## config.mk

```make
export PLATFORM = sky130hd
export DESIGN_NAME = bitcrusher_sample_hold_quantizer
export DESIGN_NICKNAME = d
export VERILOG_FILES = /design/src/rtl/bcsh_pkg.sv /design/src/rtl/bitcrusher_sample_hold_quantizer.sv /design/src/rtl/bcsh_hold.sv /design/src/rtl/bcsh_mix.sv
export SDC_FILE = /design/constraint.sdc
export NUM_CORES = 2
export LEC_CHECK = 0
export BUFFER_PORTS_ARGS = -buffer_cell sky130_fd_sc_hd__buf_2
export CAP_MARGIN = 20
export CORE_UTILIZATION = 40
export DETAILED_ROUTE_END_ITERATION = 7
export SYNTH_ARGS = -nofsm -noshare
export SYNTH_HDL_FRONTEND = slang
export SYNTH_SLANG_ARGS = --single-unit
export TNS_END_PERCENT = 1
```

## constraint.sdc

```tcl
create_clock -name clk_i -period 21.2 [get_ports clk_i]
set_input_delay 4.24 -clock clk_i [delete_from_list [all_inputs] [get_ports clk_i]]
set_output_delay 4.24 -clock clk_i [all_outputs]
set_load 0.01 [all_outputs]
```

## src/rtl/bcsh_pkg.sv

```systemverilog
// ----------------------------------------------------------------------------
// bcsh_pkg
// shared types, constants and helpers of the bitcrusher sample-hold quantizer
// ----------------------------------------------------------------------------
package bcsh_pkg;

  // build constants
  localparam int unsigned ChannelCount = 2;
  localparam int unsigned SampleW      = 16;
  localparam int unsigned BitsW        = 5;
  localparam int unsigned DownW        = 6;
  localparam int unsigned MixW         = 16;
  localparam int unsigned CntW         = 5;
  localparam int unsigned CfgAddrW     = 2;
  localparam int unsigned CfgDataW     = 16;

  // limits of the effective settings
  localparam logic [BitsW-1:0] BitsMax      = 5'd16;
  localparam logic [DownW-1:0] DownMax      = 6'd32;
  localparam logic [MixW-1:0]  MixFull      = 16'h8000;
  localparam logic [MixW-1:0]  MixBypassMax = 16'd98;

  // configuration register indexes
  typedef enum logic [CfgAddrW-1:0] {
    CfgBitDepth   = 2'd0,
    CfgDownsample = 2'd1,
    CfgWetMix     = 2'd2
  } cfg_idx_e;

  // raw configuration registers as written
  typedef struct packed {
    logic [BitsW-1:0] bit_depth;
    logic [DownW-1:0] downsample_factor;
    logic [MixW-1:0]  wet_mix;
  } cfg_t;

  // item leaving the hold stage
  typedef struct packed {
    logic signed [SampleW-1:0] x;       // dry sample
    logic signed [SampleW-1:0] h;       // held sample
    logic                      bypass;  // pass dry sample unchanged
    logic [3:0]                k;       // log2 of the quantizer step
    logic [MixW-1:0]           mix;     // effective wet weight, 0..32768
  } hold_item_t;

  // round h to the nearest multiple of 2^k, ties upward; result -32768..32768
  function automatic logic signed [17:0] quantize(logic signed [15:0] h, logic [3:0] k);
    logic [16:0] half;
    logic [16:0] mask;
    logic [16:0] biased;
    half   = (k == 4'd0) ? 17'd0 : (17'd1 << (k - 4'd1));
    mask   = ~((17'd1 << k) - 17'd1);
    biased = {1'b0, ~h[15], h[14:0]} + half;
    quantize = $signed({1'b0, biased & mask}) - 18'sd32768;
  endfunction

endpackage

```

## src/rtl/bitcrusher_sample_hold_quantizer.sv

```systemverilog
// ----------------------------------------------------------------------------
// bitcrusher_sample_hold_quantizer
// bit-depth reduction with per-channel sample-and-hold and dry/wet mix
// ----------------------------------------------------------------------------
// usage:
//   s_axis carries one item per sample: tdata[15:0] is the signed sample,
//   tuser[0] the channel (0 left or mono, 1 right). m_axis returns one item
//   per accepted item, in order, tdata[15:0] the processed signed sample.
//   settings are written through cfg_we_i / cfg_addr_i / cfg_wdata_i while
//   the block is idle: 0 bit depth, 1 downsample factor, 2 wet mix (Q15).
// timing:
//   items pass the hold stage register, then the five-stage mixing pipeline,
//   to m_axis_tvalid; throughput is one item per cycle while m_axis_tready is
//   high. the hold stage updates the channel state in the cycle an item is
//   accepted, so the same channel may follow in the next cycle.
// reset:
//   clears the hold counters and held samples, empties the pipeline and
//   loads bit depth 16, downsample 1, wet mix 0 (bypass).
// stall:
//   when m_axis_tready is low the output holds; earlier stages keep filling
//   until the pipeline is full, then s_axis_tready drops.
// ----------------------------------------------------------------------------
module bitcrusher_sample_hold_quantizer #(
  parameter int unsigned CHANNEL_COUNT = bcsh_pkg::ChannelCount
) (
  input  logic                          clk_i,
  input  logic                          rst_ni,
  // configuration write port
  input  logic                          cfg_we_i,
  input  logic [bcsh_pkg::CfgAddrW-1:0] cfg_addr_i,
  input  logic [bcsh_pkg::CfgDataW-1:0] cfg_wdata_i,
  // input stream
  input  logic                          s_axis_tvalid,
  output logic                          s_axis_tready,
  input  logic [15:0]                   s_axis_tdata,  // [15:0] sample_in
  input  logic [0:0]                    s_axis_tuser,  // [0] channel
  // output stream
  output logic                          m_axis_tvalid,
  input  logic                          m_axis_tready,
  output logic [15:0]                   m_axis_tdata   // [15:0] sample_out
);
  import bcsh_pkg::*;

  cfg_t                 cfg_q;
  logic                 hold_valid;
  logic                 hold_ready;
  hold_item_t           hold_item;
  logic signed [15:0]   sample_out;

  // configuration registers
  always_ff @(posedge clk_i or negedge rst_ni) begin
    if (!rst_ni) begin
      cfg_q.bit_depth         <= BitsMax;
      cfg_q.downsample_factor <= 6'd1;
      cfg_q.wet_mix           <= '0;
    end else if (cfg_we_i) begin
      case (cfg_idx_e'(cfg_addr_i))
        CfgBitDepth:   cfg_q.bit_depth         <= cfg_wdata_i[BitsW-1:0];
        CfgDownsample: cfg_q.downsample_factor <= cfg_wdata_i[DownW-1:0];
        CfgWetMix:     cfg_q.wet_mix           <= cfg_wdata_i[MixW-1:0];
        default: ;
      endcase
    end
  end

  // channel state and input stage
  bcsh_hold #(
    .CHANNEL_COUNT(CHANNEL_COUNT)
  ) u_hold (
    .clk_i       (clk_i),
    .rst_ni      (rst_ni),
    .cfg_i       (cfg_q),
    .in_valid_i  (s_axis_tvalid),
    .in_ready_o  (s_axis_tready),
    .sample_i    ($signed(s_axis_tdata)),
    .channel_i   (s_axis_tuser[0]),
    .out_valid_o (hold_valid),
    .out_ready_i (hold_ready),
    .out_item_o  (hold_item)
  );

  // mixing pipeline and output register
  bcsh_mix u_mix (
    .clk_i        (clk_i),
    .rst_ni       (rst_ni),
    .in_valid_i   (hold_valid),
    .in_ready_o   (hold_ready),
    .in_item_i    (hold_item),
    .out_valid_o  (m_axis_tvalid),
    .out_ready_i  (m_axis_tready),
    .sample_out_o (sample_out)
  );

  assign m_axis_tdata = sample_out;

`ifndef SYNTH
  // an empty output means every stage can load, so input is never refused
  assert property (@(posedge clk_i) disable iff (!rst_ni)
    !m_axis_tvalid |-> s_axis_tready)
    else $error("input refused while output stage is empty");

  // the pipeline comes out of reset empty
  assert property (@(posedge clk_i)
    $past(!rst_ni) |-> !m_axis_tvalid)
    else $error("output valid right after reset");
`endif

endmodule

```

## src/rtl/bcsh_hold.sv

```systemverilog
// ----------------------------------------------------------------------------
// bcsh_hold
// per-channel hold counters and held samples, effective settings, input stage
// ----------------------------------------------------------------------------
module bcsh_hold #(
  parameter int unsigned CHANNEL_COUNT = bcsh_pkg::ChannelCount
) (
  input  logic                       clk_i,
  input  logic                       rst_ni,
  input  bcsh_pkg::cfg_t             cfg_i,
  input  logic                       in_valid_i,
  output logic                       in_ready_o,
  input  logic signed [15:0]         sample_i,
  input  logic                       channel_i,
  output logic                       out_valid_o,
  input  logic                       out_ready_i,
  output bcsh_pkg::hold_item_t       out_item_o
);
  import bcsh_pkg::*;

  localparam int unsigned ChW = (CHANNEL_COUNT > 1) ? $clog2(CHANNEL_COUNT) : 1;

  logic [BitsW-1:0]          bits_eff;
  logic [DownW-1:0]          down_eff;
  logic [MixW-1:0]           mix_eff;
  logic                      bypass;
  logic [ChW-1:0]            ch_idx;
  logic                      fire;
  logic [CntW-1:0]           cnt_cur;
  logic [CntW:0]             cnt_inc;
  logic [CntW-1:0]           cnt_next;
  logic signed [SampleW-1:0] h_cur;

  logic [CntW-1:0]           cnt_q    [CHANNEL_COUNT];
  logic [CntW-1:0]           cnt_d    [CHANNEL_COUNT];
  logic signed [SampleW-1:0] held_q   [CHANNEL_COUNT];
  logic signed [SampleW-1:0] held_d   [CHANNEL_COUNT];
  logic                      valid_q;
  hold_item_t                item_q;
  hold_item_t                item_d;

  // saturate the settings to their legal ranges
  always_comb begin
    if (cfg_i.bit_depth == '0) begin
      bits_eff = 5'd1;
    end else if (cfg_i.bit_depth > BitsMax) begin
      bits_eff = BitsMax;
    end else begin
      bits_eff = cfg_i.bit_depth;
    end
    if (cfg_i.downsample_factor == '0) begin
      down_eff = 6'd1;
    end else if (cfg_i.downsample_factor > DownMax) begin
      down_eff = DownMax;
    end else begin
      down_eff = cfg_i.downsample_factor;
    end
    mix_eff = (cfg_i.wet_mix > MixFull) ? MixFull : cfg_i.wet_mix;
  end

  assign bypass = ((bits_eff == BitsMax) && (down_eff == 6'd1)) || (mix_eff <= MixBypassMax);

  // channel select, out-of-range channels fold onto channel 0
  assign ch_idx = (32'(channel_i) < CHANNEL_COUNT) ? ChW'(channel_i) : '0;

  assign in_ready_o = !valid_q || out_ready_i;
  assign fire       = in_valid_i && in_ready_o;

  // counter step and held value for the selected channel
  assign cnt_cur  = cnt_q[ch_idx];
  assign cnt_inc  = {1'b0, cnt_cur} + 6'd1;
  assign cnt_next = (cnt_inc >= down_eff) ? '0 : cnt_inc[CntW-1:0];
  assign h_cur    = (cnt_cur == '0) ? sample_i : held_q[ch_idx];

  // channel state next values, bypassed items leave the state alone
  always_comb begin
    for (int c = 0; c < CHANNEL_COUNT; c++) begin
      cnt_d[c]  = cnt_q[c];
      held_d[c] = held_q[c];
      if (fire && !bypass && (ch_idx == ChW'(c))) begin
        cnt_d[c] = cnt_next;
        if (cnt_cur == '0) begin
          held_d[c] = sample_i;
        end
      end
    end
  end

  always_ff @(posedge clk_i or negedge rst_ni) begin
    if (!rst_ni) begin
      for (int c = 0; c < CHANNEL_COUNT; c++) begin
        cnt_q[c]  <= '0;
        held_q[c] <= '0;
      end
    end else begin
      for (int c = 0; c < CHANNEL_COUNT; c++) begin
        cnt_q[c]  <= cnt_d[c];
        held_q[c] <= held_d[c];
      end
    end
  end

  // stage register payload
  always_comb begin
    item_d.x      = sample_i;
    item_d.h      = h_cur;
    item_d.bypass = bypass;
    item_d.k      = 4'(BitsMax - bits_eff);
    item_d.mix    = mix_eff;
  end

  always_ff @(posedge clk_i or negedge rst_ni) begin
    if (!rst_ni) begin
      valid_q <= 1'b0;
    end else if (in_ready_o) begin
      valid_q <= in_valid_i;
    end
  end

  always_ff @(posedge clk_i) begin
    if (fire) begin
      item_q <= item_d;
    end
  end

  assign out_valid_o = valid_q;
  assign out_item_o  = item_q;

endmodule

```

## src/rtl/bcsh_mix.sv

```systemverilog
// ----------------------------------------------------------------------------
// bcsh_mix
// quantize, dry/wet mix, clamp and 32767 scaling over five pipeline stages
// ----------------------------------------------------------------------------
module bcsh_mix (
  input  logic                 clk_i,
  input  logic                 rst_ni,
  input  logic                 in_valid_i,
  output logic                 in_ready_o,
  input  bcsh_pkg::hold_item_t in_item_i,
  output logic                 out_valid_o,
  input  logic                 out_ready_i,
  output logic signed [15:0]   sample_out_o
);
  import bcsh_pkg::*;

  localparam logic signed [32:0] NLimit = 33'sd1073741824;

  // stage valid bits and load enables
  logic v1_q, v2_q, v3_q, v4_q, v5_q;
  logic r1, r2, r3, r4, r5;

  // stage 1: quantized held value
  logic signed [SampleW-1:0] x1_q;
  logic signed [17:0]        q1_q;
  logic [MixW-1:0]           m1_q;
  logic                      byp1_q;

  // stage 2: products
  logic signed [SampleW-1:0] x2_q;
  logic signed [31:0]        px2_q, pq2_q;
  logic signed [31:0]        px2_d, pq2_d;
  logic                      byp2_q;
  logic [MixW-1:0]           w1;
  logic signed [33:0]        px_full;
  logic signed [34:0]        pq_full;

  // stage 3: mix sum
  logic signed [SampleW-1:0] x3_q;
  logic signed [32:0]        n3_q;
  logic                      byp3_q;

  // stage 4: clamped magnitude and sign
  logic signed [SampleW-1:0] x4_q;
  logic [30:0]               mag4_q;
  logic [30:0]               mag4_d;
  logic                      neg4_q;
  logic                      byp4_q;

  // stage 5: output register
  logic signed [SampleW-1:0] out5_q;
  logic signed [SampleW-1:0] out5_d;
  logic [45:0]               scaled;
  logic [15:0]               res;

  assign r5 = !v5_q || out_ready_i;
  assign r4 = !v4_q || r5;
  assign r3 = !v3_q || r4;
  assign r2 = !v2_q || r3;
  assign r1 = !v1_q || r2;
  assign in_ready_o = r1;

  always_ff @(posedge clk_i or negedge rst_ni) begin
    if (!rst_ni) begin
      v1_q <= 1'b0;
      v2_q <= 1'b0;
      v3_q <= 1'b0;
      v4_q <= 1'b0;
      v5_q <= 1'b0;
    end else begin
      if (r1) v1_q <= in_valid_i;
      if (r2) v2_q <= v1_q;
      if (r3) v3_q <= v2_q;
      if (r4) v4_q <= v3_q;
      if (r5) v5_q <= v4_q;
    end
  end

  // products of dry and wet with their weights
  assign w1      = MixFull - m1_q;
  assign px_full = $signed({x1_q[SampleW-1], x1_q}) * $signed({1'b0, w1});
  assign pq_full = q1_q * $signed({1'b0, m1_q});
  assign px2_d   = px_full[31:0];
  assign pq2_d   = pq_full[31:0];

  // clamp to +-1.0 and split into sign and magnitude
  always_comb begin
    logic signed [32:0] nc;
    nc = n3_q;
    if (n3_q > NLimit) begin
      nc = NLimit;
    end else if (n3_q < -NLimit) begin
      nc = -NLimit;
    end
    mag4_d = nc[32] ? 31'(-nc) : nc[30:0];
  end

  // scale by 32767 / 2^30 toward zero, bypassed items pass the dry sample
  assign scaled = {mag4_q, 15'd0} - {15'd0, mag4_q};
  assign res    = scaled[45:30];
  always_comb begin
    if (byp4_q) begin
      out5_d = x4_q;
    end else if (neg4_q) begin
      out5_d = -$signed(res);
    end else begin
      out5_d = $signed(res);
    end
  end

  // payload registers
  always_ff @(posedge clk_i) begin
    if (r1 && in_valid_i) begin
      x1_q   <= in_item_i.x;
      q1_q   <= quantize(in_item_i.h, in_item_i.k);
      m1_q   <= in_item_i.mix;
      byp1_q <= in_item_i.bypass;
    end
    if (r2 && v1_q) begin
      x2_q   <= x1_q;
      px2_q  <= px2_d;
      pq2_q  <= pq2_d;
      byp2_q <= byp1_q;
    end
    if (r3 && v2_q) begin
      x3_q   <= x2_q;
      n3_q   <= $signed({px2_q[31], px2_q}) + $signed({pq2_q[31], pq2_q});
      byp3_q <= byp2_q;
    end
    if (r4 && v3_q) begin
      x4_q   <= x3_q;
      mag4_q <= mag4_d;
      neg4_q <= n3_q[32];
      byp4_q <= byp3_q;
    end
    if (r5 && v4_q) begin
      out5_q <= out5_d;
    end
  end

  assign out_valid_o  = v5_q;
  assign sample_out_o = out5_q;

endmodule

```

==> flow_summary_export.csv <==
group,metric,value,unit
setup_path,critPathLaunchType,"primary input",
yosys,synth_cells,3548,
yosys,synth_top_area_cell,"fa_1",
setup_path,crit_arrival,5.51,ns
yosys,synthArstFlopShare,0.200,
grt,first_pass_grt_wire_length,134000,um
sta,report.final.hold_viol_count,0,
route,wl_per_cell,17.4,um
floorplanning,pin_count,58,
sta,fin_tns_setup,0,ns
floorplanning,initial_utilization,0.406,
place,hpwlAfterDp,64400,um
sta,timing.final.crit_share,0.460,
floorplanning,die-height,305,um
place,post-place-ws,11.50,ns
sta,grt_setup_unrepaired,"false",
sta,hold_slack,0.413,ns
grt,grt_max_degree,76,
yosys,yosys_warnings,0,
setup_path,r2r_setup_slack,12.49,ns
setup_path,worst_setup_ep_type,"output pin",
route,detailedRoute.firstPassIterationCount,5,
clock_tree,cts_setup_buffers,0,
sta,timing.final.setup_violations,0,
clock_tree,cts-root-to-sink-buffers,3,
sta,fin_worst_skew,0.0265,ns
final_layout,layout-drive-gt1-share,0.0744,
floorplanning,dieArea,93100,um^2
yosys,yosys.cell_types.count,82,
clock_tree,cts_root_buf,"clkbuf_16",
yosys,synth.net_count,4337,
yosys,synth-seq-cells,375,
clock_tree,tritoncts.num_buffers,43,
floorplanning,floorplan.die.width,305,um
route,route.final.wire_length,83100,um
yosys,leading_cell_type_by_number_of_instances_after_synthesis,"inv_1",
yosys,post_synth_edffs,300,
clock_tree,path_clk_slew,0.06,ns
yosys,synthFlopType,"edfxtp_1",
sta,timing.fmax,0.103,GHz
sta,final-max-slew-violation-count,0,
flow_run,cap_violations,0,
sta,worstMarginPinSlew,0.996,ns
yosys,seq_area_frac_synth,0.296,
clock_tree,holdBufCountCts,0,
route,via_per_inst,5.01,
yosys,syn_avg_cell_area,10.4,um^2
setup_path,worstSetupPathType,"primary input to output pin",
route,detail_route.drc_violations,0,
route,number_of_routed_nets_with_antenna_violations,0,
sta,fin_ws,11.45,ns
clock_tree,cts_tree,"yes",
yosys,synth.area.top_cells,"fa_1 26%, edfxtp_1 25%, ha_1 9.5%",
clock_tree,clock_latency_of_the_later_clocked_register_in_the_worst_skew_pair,0.57,ns
yosys,synth_top_area_frac,0.255,
grt,grt_util_all_layers,0.183,
setup_path,worst-endpoint-required,16.96,ns
yosys,synth.cells.most_frequent,"624 x inv_1, 469 x fa_1, 390 x nand2_1",
clock_tree,cts-resized-gates,0,
clock_tree,clock_sinks,375,
grt,grt_pass1_vias,24355,
grt,total_congestion_overflow_after_global_routing,0,
place,buffer_ports.inserted,57,
clock_tree,cts.htree.levels,2,
final_layout,finalNetCount,4360,
floorplanning,design.core.area,90600,um^2
final_layout,antenna-diode-count,0,
sta,max-slew-margin-rel,0.336,
setup_path,critical_path_fanout_max,5,
final_layout,area_added_between_synthesis_and_finish,8.10,%
route,num_vias,23953,
yosys,syn_area,36800,um^2
run_status,outcome,"finished clean",
grt,grt_antenna_before_repair,5,
place,gp_congestion,0.858,
sta,period_minus_slack,9.75,ns
route,first_iter_violations,1199,
floorplanning,std_cell_rows,110,
worst_hold_path,min-delay-path-class,"register to register",
## metrics by stage
step | util | area [um^2] | instances
6_report | 0.439 | 39700 | 4778
2_1_floorplan | - | 36800 | 3548
5_1_grt | 0.439 | 39700 | 4778
4_1_cts | 0.438 | 39700 | 4776
3_5_place_dp | 0.424 | 38400 | 4700
3_3_place_gp | 0.424 | 38400 | 4700
## logic make-up (layout without fill, tap and decap cells)
| group | Yosys count | in the layout | synth area share |
|---|---|---|---|
| simple gates | 1042 | 1042 | 0.141 |
| fa+ha+maj | 749 | 749 | 0.351 |
| buf+inv | 746 | 800 | 0.0769 |
| compound gates | 389 | 389 | 0.0706 |
| flops | 375 | 375 | 0.296 |
| xor+xnor | 152 | 152 | 0.0368 |
| mux | 95 | 95 | 0.0281 |
## path summary, 6_finish.rpt
path / from / end / cells past startpoint
max: m_axis_tready / s_axis_tready / 5
min: u_mix.x3_q[13]$_DFFE_PP_ / u_mix.x4_q[13]$_DFFE_PP_ / 0
max reg2reg: u_mix.m1_q[4]$_DFFE_PP_ / u_mix.px2_q[31]$_DFFE_PP_ / 29
min reg2reg: u_mix.x3_q[13]$_DFFE_PP_ / u_mix.x4_q[13]$_DFFE_PP_ / 0
max in group asynchronous: rst_ni / cfg_q[16]$_DFFE_PN1P_ / 2
min in group asynchronous: rst_ni / u_hold.held_q[27]$_DFFE_PN0P_ / 1
## registers in the layout (all words and copies together) (netlist names), 10 cells and up
name                count
u_hold.out_item_o      53
u_mix.sample_out_o     16
u_mix.x3_q             16
u_mix.x1_q             16
u_mix.pq2_q            32
u_hold.cnt_q           10
u_mix.px2_q            32
u_mix.n3_q             33
u_mix.q1_q             18
u_mix.m1_q             16
u_hold.held_q          32
u_mix.mag4_q           31
u_mix.x4_q             16
u_mix.x2_q             16
cfg_q                  27
## per-layer routing
layer / wire [um] / vias to the layer above / GRT usage
li1: - / 11510 / -
met1: 37000 / 11821 / 0.246
met3: 4500 / 121 / 0.0331
met4: 1880 / 8 / 0.0453
met5: 56 / - / 0
met2: 39600 / 493 / 0.305
## cells in the final DEF (no fill, tap or decap), types with 21 or more instances in the layout
master,n
nand3_1,29
inv_1,624
buf_4,40
nand2b_1,27
a21o_1,46
nor2_1,157
edfxtp_1,300
xnor2_1,105
mux2i_1,32
dfrtp_1,73
ha_1,280
nor3_1,39
o21ai_0,64
a21oi_1,106
o21a_1,21
and2_1,246
mux2_2,62
buf_2,56
clkbuf_16,43
xor2_1,43
fa_1,469
nor2b_1,30
and3_1,30
o31ai_1,23
nand2_1,390
## worst max-delay path, cell delays in order
cell and delay (ns):
buf_2 0.10, nor2b_1 0.23, and3_1 0.51, nand4_1 0.23
buf_2 0.20
## final cells by class
class	count	area, um^2
Clock buffer	51	1140
Clock inverter	25	200
Fill cell	8592	50800
Inverter	626	2350
Multi-Input combinational cell	2427	23100
Sequential cell	375	10900
Tap cell	1176	1470
Timing Repair Buffer	98	621
Power is not shown: default switching activity piles up to over one toggle a cycle in this logic, so the estimate is an artifact.
